### src/rtl/core/swgp_pkg.sv
// ----------------------------------------------------------------------------
// swgp_pkg
// Shared constants, codes and helpers for the grouped-probe hash map.
// ----------------------------------------------------------------------------
package swgp_pkg;

    localparam int unsigned DEF_CAPACITY        = 1024;
    localparam int unsigned DEF_SLOTS_PER_GROUP = 32;
    localparam int unsigned KEY_BYTES           = 8;

    localparam int unsigned KEY_W   = 64;
    localparam int unsigned LEN_W   = 4;
    localparam int unsigned VAL_W   = 32;
    localparam int unsigned TAG_W   = 7;
    localparam int unsigned IN_W    = 104;
    localparam int unsigned OUT_W   = 40;

    localparam logic [63:0] FNV_BASIS = 64'hcbf29ce484222325;
    localparam logic [7:0]  CTRL_EMPTY = 8'h80;
    localparam logic [7:0]  CTRL_TOMB  = 8'hFE;

    localparam logic [1:0] OP_INSERT = 2'd0;
    localparam logic [1:0] OP_LOOKUP = 2'd1;
    localparam logic [1:0] OP_REMOVE = 2'd2;

    localparam logic [1:0] ST_OK   = 2'd0;
    localparam logic [1:0] ST_MISS = 2'd1;
    localparam logic [1:0] ST_FULL = 2'd2;

    // One FNV-1a round; the prime 2^40 + 0x1b3 is applied as shifts and adds.
    function automatic logic [63:0] fnv_step(input logic [63:0] h, input logic [7:0] b);
        logic [63:0] x;
        x = h ^ {56'd0, b};
        return (x << 40) + (x << 8) + (x << 7) + (x << 5) + (x << 4) + (x << 1) + x;
    endfunction

endpackage

### src/rtl/core/swgp_fnv.sv
// ----------------------------------------------------------------------------
// swgp_fnv
// Byte-serial FNV-1a 64 hash, one key byte per cycle.
// ----------------------------------------------------------------------------
module swgp_fnv import swgp_pkg::*; (
    input  logic             i_clk,
    input  logic             i_rst_n,
    input  logic             i_start,
    input  logic [KEY_W-1:0] i_key,
    input  logic [LEN_W-1:0] i_len,
    output logic             o_done,
    output logic [63:0]      o_hash
);

    logic             r_busy;
    logic [LEN_W-1:0] r_cnt;
    logic [63:0]      r_h;
    logic [KEY_W-1:0] r_key;

    always_ff @(posedge i_clk) begin
        if (!i_rst_n) begin
            r_busy <= 1'b0;
            r_cnt  <= '0;
        end else if (i_start) begin
            r_busy <= 1'b1;
            r_cnt  <= i_len;
            r_h    <= FNV_BASIS;
            r_key  <= i_key;
        end else if (r_busy) begin
            if (r_cnt != '0) begin
                r_h   <= fnv_step(r_h, r_key[7:0]);
                r_key <= r_key >> 8;
                r_cnt <= r_cnt - 1'b1;
            end else begin
                r_busy <= 1'b0;
            end
        end
    end

    assign o_done = r_busy && (r_cnt == '0) && !i_start;
    assign o_hash = r_h;

endmodule

### config.mk
export PLATFORM = sky130hd
export DESIGN_NAME = swgp_fnv
export DESIGN_NICKNAME = d
export VERILOG_FILES = /design/src/rtl/core/swgp_pkg.sv /design/src/rtl/core/swgp_fnv.sv
export SDC_FILE = /design/constraint.sdc
export NUM_CORES = 1
export LEC_CHECK = 0
export BUFFER_PORTS_ARGS = -buffer_cell sky130_fd_sc_hd__buf_4
export CAP_MARGIN = 20
export CORE_AREA = 2 2 235 237
export DETAILED_ROUTE_END_ITERATION = 8
export DIE_AREA = 0 0 237 239
export GPL_ROUTABILITY_DRIVEN = 0
export PLACE_DENSITY = 0.44
export SLEW_MARGIN = 20
export SYNTH_ARGS = -nofsm -noshare
export SYNTH_HDL_FRONTEND = slang
export SYNTH_SLANG_ARGS = --single-unit
### constraint.sdc
create_clock -name i_clk -period 16.66 [get_ports i_clk]
set_clock_uncertainty 0.05 [all_clocks]
set_input_delay 4.998 -clock i_clk [delete_from_list [all_inputs] [get_ports i_clk]]
set_output_delay 4.998 -clock i_clk [all_outputs]
set_load 0.02 [all_outputs]
==> results.tsv <==
stage	metric	value	unit
worst_setup_path	slowest cell delay on critical path	440	ps
clocking	Clock Tree Buf Depth	2	
sta	measured slew at the worst slew-check pin	986.4	ps
synthesis	cell area after synthesis	16030	sq um
worst_setup_path	required time of the critical path	11610	ps
route	antenna viol nets, final	0	
clocking	CTS root buf	clkbuf_16	
worst_setup_path	CP Cell Sequence	buf_4 -> nor3b_1 -> buf_4	
sta	Max Slew Vio Count	0	
floorplanning	Ports	136	
clocking	worst skew pair latency	480	ps
worst_setup_path	CP delay by family, top	buffers and inverters	
synthesis	largest cells by area after synthesis	fa_1, edfxtp_1, inv_1	
route	initial DRC count	524	
cells_and_area	Antenna diodes	0	
cells_and_area	fin nets	2115	
place	Placed Cells incl. Taps	2372	
worst_setup_path	critical path class	in -> out	
clocking	CTS Hold Bufs	0	
floorplanning	Die H	239	um
synthesis	number of synthesized register bits	133	
clocking	post-CTS setup buffer count	0	
sta	RSZ-0062 raised after global routing	no	
worst_setup_path	CP endpoint kind	output pin	
cells_and_area	proportion of layout cells with a drive suffix above 1	15.06	%
global_routing	largest net degree at the start of global routing	77	
synthesis	post-synthesis sequential area ratio	24.60	%
worst_hold_path	Hold WC Path Type	reg -> reg	
synthesis	Synth Warn #	0	
synthesis	Yosys top cell area share	30.59	%
synthesis	Mean Syn Cell Area	10.26	sq um
clocking	clock slew at reported path FFs	60	ps
floorplanning	die area	56640	sq um
route	Initial DRT Pass Iterations	5	
worst_setup_path	arrival time at the worst endpoint	5780	ps
sta	Final Hold Viols	0	
route	vias per cell	4.589	
worst_setup_path	CP most frequent cell	buf_4	
place	DP HPWL	36.12	mm
run_status	status	finished clean	
worst_setup_path	CP max FO	43	
global_routing	first-pass GRT wire length	69.53	mm
clocking	CTS tree	built	
worst_setup_path	Buf/Inv on CP	2	
sta	final setup TNS	0	ps
route	Routed WL per cell	18.22	um
place	I/O Buffers	135	
route	final WL	43.79	mm
global_routing	total grt overflow	0	
worst_setup_path	slowest cell on the critical path	buf_4	
global_routing	vias in the first global route	11830	
synthesis	dominant cell by count in the synthesized netlist	inv_1	
sta	Slew HR	34.24	%
route	DRC Markers	0	
sta	Setup-failing EPs final	0	
global_routing	gr usage total	16.33	%
synthesis	EDFF count, synth	128	
synthesis	cells after synthesis	1563	
sta	Max Fclk	0.09238	GHz
synthesis	asr flop ratio synth	0	%
floorplanning	Die W	237	um
sta	fin crit share	64.98	%
clocking	post-CTS resize count	0	
clocking	CTS Buf Count	17	
synthesis	post-synth cell types	69	
synthesis	Top FF cell, synth	edfxtp_1	
clocking	clock sinks	133	
cells_and_area	synthesis-to-layout area growth	15.55	%
cells_and_area	fill count	5628	
global_routing	antenna violations before repair	0	
floorplanning	Initial Utilization	29.50	%
sta	minimum clock period	10830	ps
cells_and_area	post-route insts no fill	2404	
floorplanning	Core Area	54340	sq um
synthesis	Synth area leader	fa_1	
job	max cap viols	0	
synthesis	syn nets	1991	
synthesis	top post-synthesis cells by count	inv_1, fa_1, edfxtp_1	
worst_setup_path	Startpoint Class	input pin	
route	via count	11030	
clocking	H-tree levels	4	
floorplanning	Rows	86	
-- per-layer routing --
| metal | wire length (um) | GRT usage [%] | up-vias | share of wire (%) |
|---|---|---|---|---|
| met5 | 0 | 0 | - | 0 |
| met4 | 1018 | 5.121 | 0 | 2.3 |
| met3 | 2862 | 4.700 | 39 | 6.5 |
| met2 | 20610 | 26.53 | 236 | 47 |
| met1 | 19300 | 21.01 | 5522 | 44 |
| li1 | - | - | 5236 | - |
-- metrics by stage --
stage / cell area, sq um / hold slack (ps) / utilization, % / setup slack (ps)
3_3_place_gp: 17850 / 477.9 / 32.85 / 5807
6_report: 18530 / 496.1 / 34.09 / 5835
3_5_place_dp: 17880 / 487.2 / 32.90 / 5810
2_1_floorplan: 16030 / 474.7 / - / 1060
4_1_cts: 18530 / 500.1 / 34.09 / 5806
5_1_grt: 18530 / 508.7 / 34.09 / 5779
-- path summary, 6_finish.rpt --
check / startpoint / to / slack [ps] / cells past startpoint
worst max-delay path: i_start / o_done / 5830 / 3
worst min-delay path: r_key[16] / r_key[8] / 500 / 1
worst max register to register: o_hash[1] / o_hash[53] / 10210 / 17
worst min register to register: r_key[16] / r_key[8] / 500 / 1
-- sequential cells by signal (all words and copies together) (netlist names) --
| signal | cells |
|---|---|
| r_key | 64 |
| o_hash | 64 |
| r_cnt | 4 |
| r_busy | 1 |
-- cell type report --
type                            instances  area (sq um)  share of cell area [%]
Tap cell                              704         880.8                   4.755
Multi-Input combinational cell        990         10430                   56.32
Inverter                              398          1494                   8.064
Clock inverter                         14         221.5                   1.195
Sequential cell                       133          3944                   21.29
Timing Repair Buffer                  147          1124                   6.065
Clock buffer                           18         429.2                   2.316
-- kinds of logic after synthesis --
group	Yosys count	share of synthesized area, %
compound gates	229	9.303
xor+xnor	74	4.042
flops	133	24.60
buf+inv	440	10.39
simple gates	268	7.960
mux	62	4.370
fa+ha+maj	357	39.33
-- placed cells by master, fill, tap and decap left out, types with 4 or more instances in the layout --
cell       count
a211oi_1       6
a21boi_0       4
a21o_1        39
a21oi_1       63
a31oi_1       11
a41oi_1        5
and2_1        16
and3_1        11
buf_4        146
bufinv_16      5
clkbuf_16     17
dfxtp_1        5
edfxtp_1     128
fa_1         245
ha_1         112
inv_1        397
inv_6          5
mux2_2        56
mux2i_1        4
nand2_1       81
nand3_1       17
nand4_1       14
nor2_1        75
nor2b_1       10
nor3_1        14
nor4_1         9
o21ai_0       49
o21bai_1      15
or2_2          6
xnor2_1       45
xor2_1        29
Power is left out: the tool's default activity adds up to more than one toggle a clock period on the data nets, which glitch-free logic cannot reach.
